==> src/rtl/fpw_pkg.sv <==
// ============================================================================
// fpw_pkg: shared types and constants for the four-level page walker
// Address field widths, result codes and the command passed front to back.
// ============================================================================
package fpw_pkg;

    localparam int FRAME_BITS  = 24;
    localparam int PAGE_SHIFT  = 12;
    localparam int INDEX_BITS  = 9;
    localparam int ENTRY_SHIFT = 3;
    localparam int VA_BITS     = 48;
    localparam int ADDR_BITS   = 64;
    localparam int DATA_BITS   = 64;
    localparam int LEVEL_BITS  = 3;

    localparam logic [LEVEL_BITS-1:0] LEVEL_ROOT  = 3'd0;
    localparam logic [LEVEL_BITS-1:0] LEVEL_ONE   = 3'd1;
    localparam logic [LEVEL_BITS-1:0] LEVEL_TWO   = 3'd2;
    localparam logic [LEVEL_BITS-1:0] LEVEL_FINAL = 3'd3;

    localparam logic REQ_START = 1'b0;
    localparam logic REQ_RESP  = 1'b1;

    localparam logic KIND_READ = 1'b0;
    localparam logic KIND_PHYS = 1'b1;

    typedef struct packed {
        logic                  kind;
        logic [ADDR_BITS-1:0]  base;
        logic [PAGE_SHIFT-1:0] addend;
    } t_cmd;

endpackage

==> src/rtl/fpw_front.sv <==
// ============================================================================
// fpw_front: transaction intake and walk sequencing
// Tracks walk level and held address, drops stray transactions and emits
// a base/addend command for each result.
// ============================================================================
module fpw_front (
    input  logic                          i_clk,
    input  logic                          i_rst_n,
    input  logic                          i_cfg_valid,
    input  logic [fpw_pkg::DATA_BITS-1:0] i_cfg_data,
    input  logic                          i_take,
    input  logic                          i_req_type,
    input  logic [fpw_pkg::VA_BITS-1:0]   i_virtual_address,
    input  logic [fpw_pkg::DATA_BITS-1:0] i_read_data,
    output logic                          o_cmd_valid,
    output fpw_pkg::t_cmd                 o_cmd
);
    import fpw_pkg::*;

    logic [DATA_BITS-1:0]  r_root;
    logic                  r_busy;
    logic [LEVEL_BITS-1:0] r_level;
    logic [VA_BITS-1:0]    r_held;

    logic                  n_busy;
    logic [LEVEL_BITS-1:0] n_level;
    logic                  latch_va;
    logic [INDEX_BITS-1:0] next_idx;
    logic [ADDR_BITS-1:0]  entry_page;
    logic [ADDR_BITS-1:0]  root_page;

    assign entry_page = ADDR_BITS'(i_read_data[PAGE_SHIFT +: FRAME_BITS]) << PAGE_SHIFT;
    assign root_page  = {r_root[ADDR_BITS-1:PAGE_SHIFT], {PAGE_SHIFT{1'b0}}};

    always_comb begin
        unique case (r_level)
            LEVEL_ROOT: next_idx = r_held[PAGE_SHIFT + 2*INDEX_BITS +: INDEX_BITS];
            LEVEL_ONE:  next_idx = r_held[PAGE_SHIFT + INDEX_BITS +: INDEX_BITS];
            LEVEL_TWO:  next_idx = r_held[PAGE_SHIFT +: INDEX_BITS];
            default:    next_idx = '0;
        endcase
    end

    always_comb begin
        n_busy      = r_busy;
        n_level     = r_level;
        latch_va    = 1'b0;
        o_cmd_valid = 1'b0;
        o_cmd       = '{kind: KIND_READ, base: entry_page,
                        addend: {next_idx, {ENTRY_SHIFT{1'b0}}}};
        if (i_take) begin
            if (i_req_type == REQ_START) begin
                if (!r_busy) begin
                    latch_va    = 1'b1;
                    n_busy      = 1'b1;
                    n_level     = LEVEL_ROOT;
                    o_cmd_valid = 1'b1;
                    o_cmd.base  = root_page;
                    o_cmd.addend = {i_virtual_address[VA_BITS-INDEX_BITS +: INDEX_BITS],
                                    {ENTRY_SHIFT{1'b0}}};
                end
            end else if (r_busy) begin
                o_cmd_valid = 1'b1;
                if (r_level >= LEVEL_FINAL) begin
                    n_busy       = 1'b0;
                    n_level      = LEVEL_ROOT;
                    o_cmd.kind   = KIND_PHYS;
                    o_cmd.addend = r_held[PAGE_SHIFT-1:0];
                end else begin
                    n_level = r_level + LEVEL_BITS'(1);
                end
            end
        end
    end

    always_ff @(posedge i_clk) begin
        if (!i_rst_n) begin
            r_root  <= '0;
            r_busy  <= 1'b0;
            r_level <= LEVEL_ROOT;
            r_held  <= '0;
        end else begin
            if (i_cfg_valid) r_root <= i_cfg_data;
            r_busy  <= n_busy;
            r_level <= n_level;
            if (latch_va) r_held <= i_virtual_address;
        end
    end

endmodule

==> src/rtl/fpw_cmdq.sv <==
// ============================================================================
// fpw_cmdq: two-entry command queue
// Decouples the intake side from the address adder and output register.
// ============================================================================
module fpw_cmdq (
    input  logic          i_clk,
    input  logic          i_rst_n,
    input  logic          i_wr,
    input  fpw_pkg::t_cmd i_cmd,
    output logic          o_full,
    input  logic          i_rd,
    output logic          o_valid,
    output fpw_pkg::t_cmd o_cmd
);
    import fpw_pkg::*;

    t_cmd       r_slot [2];
    logic       r_wptr;
    logic       r_rptr;
    logic [1:0] r_count;

    logic do_wr;
    logic do_rd;

    assign o_full  = r_count[1];
    assign o_valid = (r_count != 2'd0);
    assign o_cmd   = r_slot[r_rptr];
    assign do_wr   = i_wr && !o_full;
    assign do_rd   = i_rd && o_valid;

    always_ff @(posedge i_clk) begin
        if (do_wr) r_slot[r_wptr] <= i_cmd;
    end

    always_ff @(posedge i_clk) begin
        if (!i_rst_n) begin
            r_wptr  <= 1'b0;
            r_rptr  <= 1'b0;
            r_count <= 2'd0;
        end else begin
            if (do_wr) r_wptr <= !r_wptr;
            if (do_rd) r_rptr <= !r_rptr;
            case ({do_wr, do_rd})
                2'b10:   r_count <= r_count + 2'd1;
                2'b01:   r_count <= r_count - 2'd1;
                default: r_count <= r_count;
            endcase
        end
    end

endmodule

==> src/rtl/fpw_back.sv <==
// ============================================================================
// fpw_back: address adder and result register
// Forms base plus addend for each command and holds it until popped.
// ============================================================================
module fpw_back (
    input  logic                          i_clk,
    input  logic                          i_rst_n,
    input  logic                          i_cmd_valid,
    input  fpw_pkg::t_cmd                 i_cmd,
    output logic                          o_cmd_take,
    input  logic                          i_pop,
    output logic                          o_empty,
    output logic                          o_result_kind,
    output logic [fpw_pkg::ADDR_BITS-1:0] o_address
);
    import fpw_pkg::*;

    logic                 r_valid;
    logic                 r_kind;
    logic [ADDR_BITS-1:0] r_addr;

    assign o_cmd_take    = i_cmd_valid && (!r_valid || i_pop);
    assign o_empty       = !r_valid;
    assign o_result_kind = r_kind;
    assign o_address     = r_addr;

    always_ff @(posedge i_clk) begin
        if (o_cmd_take) begin
            r_kind <= i_cmd.kind;
            r_addr <= i_cmd.base + ADDR_BITS'(i_cmd.addend);
        end
    end

    always_ff @(posedge i_clk) begin
        if (!i_rst_n) begin
            r_valid <= 1'b0;
        end else if (o_cmd_take) begin
            r_valid <= 1'b1;
        end else if (i_pop) begin
            r_valid <= 1'b0;
        end
    end

endmodule

==> src/rtl/four_level_page_walk.sv <==
// ============================================================================
// four_level_page_walk: 48-bit four-level page table walker
// Path: an accepted transaction's command is registered in the command
// queue, then in the result register, from which it can be popped.
// Throughput: one transaction per cycle while full is low; full rises
// when the two-entry command queue backs up behind an unpopped result.
// Reset: synchronous, clears walk state, root base, queue and result valid.
// ============================================================================
module four_level_page_walk (
    input  logic                          i_clk,
    input  logic                          i_rst_n,
    input  logic                          i_cfg_valid,
    output logic                          o_cfg_ready,
    input  logic [fpw_pkg::DATA_BITS-1:0] i_cfg_data,
    input  logic                          push,
    output logic                          full,
    input  logic                          i_req_type,
    input  logic [fpw_pkg::VA_BITS-1:0]   i_virtual_address,
    input  logic [fpw_pkg::DATA_BITS-1:0] i_read_data,
    output logic                          empty,
    input  logic                          pop,
    output logic                          o_result_kind,
    output logic [fpw_pkg::ADDR_BITS-1:0] o_address
);
    import fpw_pkg::*;

    logic f_cmd_valid;
    t_cmd f_cmd;
    logic q_valid;
    t_cmd q_cmd;
    logic b_take;
    logic take;

    assign o_cfg_ready = 1'b1;
    assign take        = push && !full;

    fpw_front u_front (
        .i_clk             (i_clk),
        .i_rst_n           (i_rst_n),
        .i_cfg_valid       (i_cfg_valid),
        .i_cfg_data        (i_cfg_data),
        .i_take            (take),
        .i_req_type        (i_req_type),
        .i_virtual_address (i_virtual_address),
        .i_read_data       (i_read_data),
        .o_cmd_valid       (f_cmd_valid),
        .o_cmd             (f_cmd)
    );

    fpw_cmdq u_cmdq (
        .i_clk   (i_clk),
        .i_rst_n (i_rst_n),
        .i_wr    (f_cmd_valid),
        .i_cmd   (f_cmd),
        .o_full  (full),
        .i_rd    (b_take),
        .o_valid (q_valid),
        .o_cmd   (q_cmd)
    );

    fpw_back u_back (
        .i_clk         (i_clk),
        .i_rst_n       (i_rst_n),
        .i_cmd_valid   (q_valid),
        .i_cmd         (q_cmd),
        .o_cmd_take    (b_take),
        .i_pop         (pop),
        .o_empty       (empty),
        .o_result_kind (o_result_kind),
        .o_address     (o_address)
    );

endmodule

==> config.mk <==
export PLATFORM = sky130hd
export DESIGN_NAME = four_level_page_walk
export DESIGN_NICKNAME = d
export VERILOG_FILES = /design/src/rtl/fpw_pkg.sv /design/src/rtl/fpw_front.sv /design/src/rtl/fpw_cmdq.sv /design/src/rtl/fpw_back.sv /design/src/rtl/four_level_page_walk.sv
export SDC_FILE = /design/constraint.sdc
export NUM_CORES = 1
export LEC_CHECK = 0
export ABC_AREA = 1
export BUFFER_PORTS_ARGS = -buffer_cell sky130_fd_sc_hd__buf_4
export CAP_MARGIN = 15
export CORE_ASPECT_RATIO = 2
export CORE_MARGIN = 5
export CORE_UTILIZATION = 58
export DETAILED_ROUTE_END_ITERATION = 8
export PLACE_DENSITY_LB_ADDON = 0.15
export RECOVER_POWER = 100
export SETUP_SLACK_MARGIN = 0.1
export SYNTH_ARGS = -nofsm -noshare
export SYNTH_HDL_FRONTEND = slang
export SYNTH_SLANG_ARGS = --single-unit
==> constraint.sdc <==
create_clock -name i_clk -period 6.2 [get_ports i_clk]
set_input_delay 0 -clock i_clk [delete_from_list [all_inputs] [get_ports i_clk]]
set_output_delay 0 -clock i_clk [all_outputs]
set_load 0.005 [all_outputs]
==> results of run 1 <==
metal layers:
layer,GRT usage,share of wire
met1,0.255,0.34
met2,0.429,0.54
met3,0.0271,0.054
met4,0.127,0.062
met5,0,0
repair_timing:
action,4_1_cts,5_1_grt
buffers inserted,0,0
hold buffers,127,0
hold endpoints to repair,159,0
power by group:
group / total [mW] / leakage [nW] / switching, mW / internal (mW)
Combinational: 1.16 / 2.82 / 0.580 / 0.581
Clock: 1.56 / 0.395 / 0.661 / 0.900
Sequential: 2.83 / 2.67 / 0.205 / 2.62
registers in the layout, indices dropped and copies added (netlist names), named ones only:
name	count
u_front.r_held	39
u_front.r_busy	1
u_cmdq.r_rptr	1
u_back.r_valid	1
u_cmdq.r_wptr	1
u_cmdq.r_slot	130
u_front.r_root	52
u_back.o_address	64
u_front.r_level	3
u_cmdq.r_count	2
u_back.o_result_kind	1
layout by cell type, fill, tap and decap left out, types with 2 or more instances in the layout:
cell	n
clkbuf_16	25
bufinv_16	3
dfxtp_1	101
nor2_1	62
nand2_1	133
mux2_1	2
nand3_1	46
clkbuf_8	3
nor2_4	2
inv_1	95
ha_1	7
clkbuf_1	31
o21ai_0	112
buf_4	130
nor2_2	8
mux2_2	63
a21oi_1	101
clkbuf_4	46
edfxtp_1	195
dlygate4sd3_1	127
clkinv_1	5
diode_2	2
worst reg2reg max path, delay by kind of cell, from the launching register on:
family                 cells  cell delay (ps)
AOI/OAI and AO/OA          2              740
buffers and inverters      2             1100
DFF                        1              360
and+or+nand+nor            2             2020
path summary, 6_finish.rpt:
check / slack (ps) / depth (start not counted) / start / to
worst min register to register: 450 / 1 / u_cmdq.r_rptr$_SDFFE_PN0P_ / u_cmdq.r_rptr$_SDFFE_PN0P_
worst min-delay path: 30 / 7 / i_virtual_address[42] / u_cmdq.r_slot[1][6]$_DFFE_PP_
worst max register to register: 1880 / 6 / u_cmdq.r_count[1]$_SDFFE_PN0P_ / u_front.r_held[20]$_SDFFE_PN0P_
worst max-delay path: 1880 / 6 / u_cmdq.r_count[1]$_SDFFE_PN0P_ / u_front.r_held[20]$_SDFFE_PN0P_
through the flow:
stage | std cells | hold WS [ps] | area, um^2
after global placement | 1401 | 274 | 13100
after CTS | 1572 | 5.11 | 15200
after floorplan | 996 | 164 | 11600
final | 1574 | 30.1 | 15100
after detailed placement | 1401 | 280 | 13100
after global routing | 1574 | 95.2 | 15100
kinds of logic (layout without fill, tap and decap cells):
logic type	after synthesis	after routing
buffers and inverters	155	469
AO/OA/AOI/OAI	217	217
multiplexers	65	65
other	1	3
adder cells (fa/ha/maj)	7	7
AND/OR/NAND/NOR	255	255
flip-flops	296	296
final cells by class:
class                   count  area (um^2)  area share
clock buffers              34          689      0.0458
well taps                 262          328      0.0218
flip-flops and latches    296         7880       0.523
diodes                      2         5.00    0.000333
repair buffers            328         2690       0.178
inverters                  97          365      0.0243
multi-input cells         545         2980       0.198
clock inverters            10          123     0.00815
==> reports/qor.yml, run 1 <==
status:
  status: "complete, but fails checks"
  violations: "max-capacitance violations, max-slew violations"
power_and_ir_drop:
  p_total_mw: 5.55
  p_leak_nw: 5.89
  ir_drop_v: 0.000236
  power_density_nw_per_um2: 369
detailed_routing:
  drc: 0
  vias: 8253
  dr.pass1.iters: 5
  routed_wl_um: 27000
  drt_iter0_markers: 368
  antenna_left: 0
  wl_per_cell_um: 17.1
  detail_route.vias_per_cell: 5.24
synthesis:
  synth-async-reset-ratio: 0
  synthSimpleGateAreaFrac: 0.0919
  synth_area_per_cell_um2: 11.6
  synth_compound_area_frac: 0.0960
  synth_edf_count: 195
  synth.largest_area_cell: "edfxtp_1"
  syn_area_um2: 11600
  synth_ff_type: "edfxtp_1"
  yosys_warnings: 0
  synth_top_family_by_area: "compound AO/OA/AOI/OAI gates"
  synth_xor_area_frac: 0
  ys_ff_latch: 296
  synthCells: 996
  synth.distinct_cells: 31
  synthAdderAreaFrac: 0.00756
  yosys-top-cells-count: "195 x edfxtp_1, 130 x nand2_1, 105 x o21ai_0, 101 x a21oi_1, 101 x dfxtp_1"
  syn_nets: 1185
  synthMuxAreaShare: 0.0631
  seq_area_frac_synth: 0.680
  synth_top_cell_area_share: 0.505
  yosysMostFrequentCell: "edfxtp_1"
  synth.top_cells.by_area: "edfxtp_1 51%, dfxtp_1 17%, mux2_2 6.3%"
critical_path:
  cp.required_ps: 6620
  crit_family: "simple AND/OR/NAND/NOR gates"
  path_class: "flip-flop to flip-flop"
  critical_path.most_common_cell: "nand2_1"
  worstPathArrival_ps: 4740
  crit_buf_inv: 2
  crit_chain: "inv_1, nand2_1, clkinvlp_2, nand2_1, o21ai_0, a21oi_1"
  worstSetupEndpointType: "flip-flop"
  crit_slowest_cell: "nand2_1"
  crit_fanout: 60
  critPathMaxStageDelay_ps: 1680
  start_kind: "flip-flop"
clocking:
  clock-root-buffer: "clkbuf_16"
  clock-sinks: 296
  clockBufferDepth: 3
  h-tree-depth: 1
  ctsResizeCount: 0
  cts_buffers: 24
  clk_pin_slew_ps: 70
  tritoncts: "done"
  insertion_delay_ps: 520
die:
  die-area_um2: 23100
  initial_core_util: 0.585
  die_w_um: 110
  io_pins: 250
  die_h_um: 210
  row_count: 73
  core_area_um2: 19800
grt:
  grt_pass1_vias: 8468
  antenna_found_initial: 2
  gr-usage-all-layers: 0.234
  grt_pass1_wl_um: 41900
  grt_max_degree: 105
  overflow: 0
place:
  hpwl_um: 15900
  place_ws_ps: 3020
  port_buffers: 196
  globalplace.congestion: 0.922
worst_hold_path:
  hold_class: "input port to flip-flop"
sta:
  finalMaxSlewViolations: 382
  finalSetupViolations: 0
  hold_viol_final: 0
  fin_tns_setup_ps: 0
  fmax_ghz: 0.231
  worstMarginPinSlew_ps: 4220
  post-route-period-util: 0.697
  relSlewSlack: -1.81
  clock_skew_ps: 19.2
  post-route-min-period_ps: 4320
  rsz0062_at_grt: "no"
  timing.final.ws_setup_ps: 1880
layout:
  drive_above_1_share: 0.218
  fillers: 1314
  area_growth_pct: 29.9
  final_util: 0.759
  final_nets: 1481
flow_run:
  maxCapViolations: 5
No activity file was read; power rests on OpenSTA's default activity.
==> run 2: changes to the inputs <==
--- a/config.mk
+++ b/config.mk
@@ -5,12 +5,12 @@
 export SDC_FILE = /design/constraint.sdc
 export NUM_CORES = 1
 export LEC_CHECK = 0
-export ABC_AREA = 1
+export ABC_AREA = 0
 export BUFFER_PORTS_ARGS = -buffer_cell sky130_fd_sc_hd__buf_4
 export CAP_MARGIN = 15
 export CORE_ASPECT_RATIO = 2
 export CORE_MARGIN = 5
-export CORE_UTILIZATION = 58
+export CORE_UTILIZATION = 54
 export DETAILED_ROUTE_END_ITERATION = 8
 export PLACE_DENSITY_LB_ADDON = 0.15
 export RECOVER_POWER = 100
==> constraint.sdc (replaced) <==
create_clock -name i_clk -period 4.13 [get_ports i_clk]
set_input_delay 0 -clock i_clk [delete_from_list [all_inputs] [get_ports i_clk]]
set_output_delay 0 -clock i_clk [all_outputs]
set_load 0.005 [all_outputs]
==> run 2 against run 1 <==
Net effect: first-iteration DRC count shrank 5.4%; core utilization shrank 4.2 points; critical path type unchanged; total power grew 45%; non-clock buffer count grew 3; sequential power grew 48%; synthesized cell count shrank 21%; die area grew 5.8%; the run still ends with max-capacitance violations, max-slew violations left; critical path depth shrank 2.
==> reports/qor.yml, run 2 <==
layout:
  final_common_cell: "edfxtp_1"
  mostFrequentLayoutCells: "195 x edfxtp_1, 131 x buf_4, 127 x dlygate4sd3_1, 100 x dfxtp_1, 83 x nand2_1"
  final_nets: 1286  # -13%
  regMostFlops: "u_cmdq.r_slot"
  multi_input_area_um2: 3320  # +12%
  area_growth_pct: 30.9
  largest_reg_flops: 130  # unchanged
  drive_above_1_share: 0.257  # +0.0389
  fillers: 1382  # +5.2%
  seqCellArea_um2: 7880  # about the same
synthesis:
  synth_area_per_cell_um2: 14.6  # +25%
  syn_area_um2: 11500  # -1.1%
  yosysMostFrequentCell: "edfxtp_1"
  synth-async-reset-ratio: 0  # unchanged
  synth.top_cells.by_area: "edfxtp_1 51%, dfxtp_1 18%, mux2_2 8.7%"
  seq_area_frac_synth: 0.687  # +0.00757
  yosys-top-cells-count: "195 x edfxtp_1, 101 x dfxtp_1, 89 x mux2_2, 83 x nand2_1, 53 x nor2b_1"
  syn_nets: 976  # -18%
  synth.distinct_cells: 43  # +39%
  synth.largest_area_cell: "edfxtp_1"
  synth_ff_type: "edfxtp_1"
  synthCells: 787  # -21%
  ys_ff_latch: 296  # unchanged
  synth_edf_count: 195  # unchanged
  yosys_warnings: 0  # unchanged
  synth_top_cell_area_share: 0.511  # +0.00562
critical_path:
  rr_worst_depth: 4  # -2
  worstSetupEndpointType: "flip-flop"
  worstPathArrival_ps: 3100  # -1640 ps
  path_class: "flip-flop to flip-flop"
  cp.required_ps: 4240  # -2380 ps
  start_kind: "flip-flop"
  crit_fanout: 65  # +8.3%
  reg2reg_to: "u_cmdq.r_slot[1][63]$_DFFE_PP_"
  r2r_slack_ps: 1140  # -740 ps
  reg2reg_from: "u_front.r_busy$_SDFFE_PN0N_"
  crit_slowest_cell: "and2_2"
  critPathMaxStageDelay_ps: 1350  # -330 ps
  crit_chain: "inv_1, ha_1, nor2_1, and2_2"
sta:
  rsz0062_at_grt: "no"
  hold_viol_final: 0  # unchanged
  finalSetupViolations: 0  # unchanged
  fin_tns_setup_ps: 0  # unchanged
  post-route-period-util: 0.723  # +0.0262
  relSlewSlack: -0.309  # +1.50
  fmax_ghz: 0.335  # +45%
  clock_skew_ps: 5.75  # -13.4 ps
  post-route-min-period_ps: 2990  # -1330 ps
  worstMarginPinSlew_ps: 1960  # -2250 ps
  finalMaxSlewViolations: 329  # -14%
flow_run:
  maxCapViolations: 7  # +2
die:
  row_count: 75  # +2.7%
  initial_core_util: 0.548  # -0.0370
  io_pins: 250  # unchanged
  die_h_um: 216  # +2.9%
  die_w_um: 113  # +2.8%
  die-area_um2: 24400  # +5.8%
  core_area_um2: 20900  # +5.6%
clocking:
  h-tree-depth: 1  # unchanged
  tritoncts: "done"
  cts_setup_buffers: 0  # unchanged
  cts_buffers: 25  # +4.2%
  clock-root-buffer: "clkbuf_16"
  clk_pin_slew_ps: 60  # about the same
  clockBufferDepth: 3  # unchanged
  clock-sinks: 296  # unchanged
  insertion_delay_ps: 520  # about the same
detailed_routing:
  drc: 0  # unchanged
  routed_wl_um: 25300  # -6.1%
  wl_per_cell_um: 18.3  # +6.7%
  drt_iter0_markers: 348  # -5.4%
  vias: 7189  # -13%
  dr.pass1.iters: 5  # unchanged
  detail_route.vias_per_cell: 5.19  # -1.0%
  antenna_left: 0  # unchanged
power_and_ir_drop:
  p_leak_nw: 5.75  # -2.4%
  ir_drop_v: 0.000387  # +64%
  power_density_nw_per_um2: 536  # +45%
  p_total_mw: 8.05  # +45%
worst_hold_path:
  min-delay-start: "i_rst_n"
  hold_path_depth: 2  # -5
  hold_class: "input port to flip-flop"
  hold_end: "u_back.r_valid$_SDFFE_PN0P_"
grt:
  antenna_found_initial: 1  # -1
  overflow: 0  # unchanged
  grt_pass1_vias: 7610  # -10%
  gr-usage-all-layers: 0.205  # -0.0293
  grt_pass1_wl_um: 39800  # -5.1%
  grt_max_degree: 102  # -2.9%
place:
  hpwl_um: 15400  # -3.4%
  port_buffers: 196  # unchanged
  globalplace.congestion: 0.783  # -15%
status:
  status: "complete, but fails checks"
  violations: "max-capacitance violations, max-slew violations"
run 2: changes by cell type after synthesis, sizes merged, moves of 47 or more:
cell | before | now
inv | 97 | 7
a21oi | 101 | 8
nor2 | 72 | 15
nand2 | 133 | 83
o21ai | 113 | 10
nand3 | 47 | 0
nor2b | 0 | 54
mux2i | 0 | 52
run 2: layout make-up:
cell class,instances,share of cell area
clock inverters,11,0.00367
clock buffers,34,0.0467
flip-flops and latches,296,0.525
multi-input cells,436,0.221
diodes,1,0.000167
repair buffers,331,0.179
well taps,269,0.0224
inverters,7,0.00175
run 2: per-stage QoR:
step | cells | worst slack [ps] | area, um^2 | util | hold slack [ps]
4_1_cts | 1384 | 1680 | 15200 | 0.724 | 147
3_5_place_dp | 1212 | 1700 | 13100 | 0.627 | 261
6_report | 1385 | 1140 | 15000 | 0.717 | 126
5_1_grt | 1385 | 926 | 15000 | 0.717 | 173
2_1_floorplan | 787 | 835 | 11500 | - | 135
3_3_place_gp | 1212 | 1690 | 13100 | 0.627 | 252
run 2: power breakdown:
part | total [mW] | switching [mW] | internal, mW
combinational | 1.69 | 0.837 | 0.848
clock | 2.17 | 0.985 | 1.19
sequential | 4.19 | 0.297 | 3.89
total | 8.05 | 2.12 | 5.93
run 2: worst max-delay path: cells and delay by family (launching register included):
family	cells	cell delay (ps)
buffers and inverters	1	140
DFF	1	480
and+or+nand+nor	2	1610
adders and majority gates	1	290
run 2: kinds of logic after synthesis:
kind of cell	share of synthesized area
DFF	0.687
other	0.000327
buffers and inverters	0.0225
muxes	0.133
xor gates and xnor gates	0.00229
adders and majority gates	0.00764
and+or+nand+nor	0.0892
AOI/OAI and AO/OA	0.0581
run 2: worst max path at each step:
stage                                        start                             end  slack (ps)
global placement       u_front.r_busy$_SDFFE_PN0N_  u_cmdq.r_slot[1][26]$_DFFE_PP_        1690
CTS                    u_front.r_busy$_SDFFE_PN0N_  u_cmdq.r_slot[1][27]$_DFFE_PP_        1680
detailed placement     u_front.r_busy$_SDFFE_PN0N_  u_cmdq.r_slot[1][72]$_DFFE_PP_        1700
finish                 u_front.r_busy$_SDFFE_PN0N_  u_cmdq.r_slot[1][63]$_DFFE_PP_        1140
global route           u_front.r_busy$_SDFFE_PN0N_  u_cmdq.r_slot[1][63]$_DFFE_PP_         930
floorplan           u_cmdq.r_count[1]$_SDFFE_PN0P_  u_cmdq.r_count[1]$_SDFFE_PN0P_         840
run 2: routing by layer:
metal  share of wire  track usage  vias to the layer above
met4           0.027       0.0726                        0
met1            0.36        0.227                     3450
met2            0.56        0.391                      229
li1                -            -                     3472
met5               0            0                        -
met3           0.052       0.0290                       38
run 2: repair_timing:
action / CTS / global route
hold buffers: 127 / 0
endpoints found under the hold margin: 162 / 0
resized for setup: 0 / 0
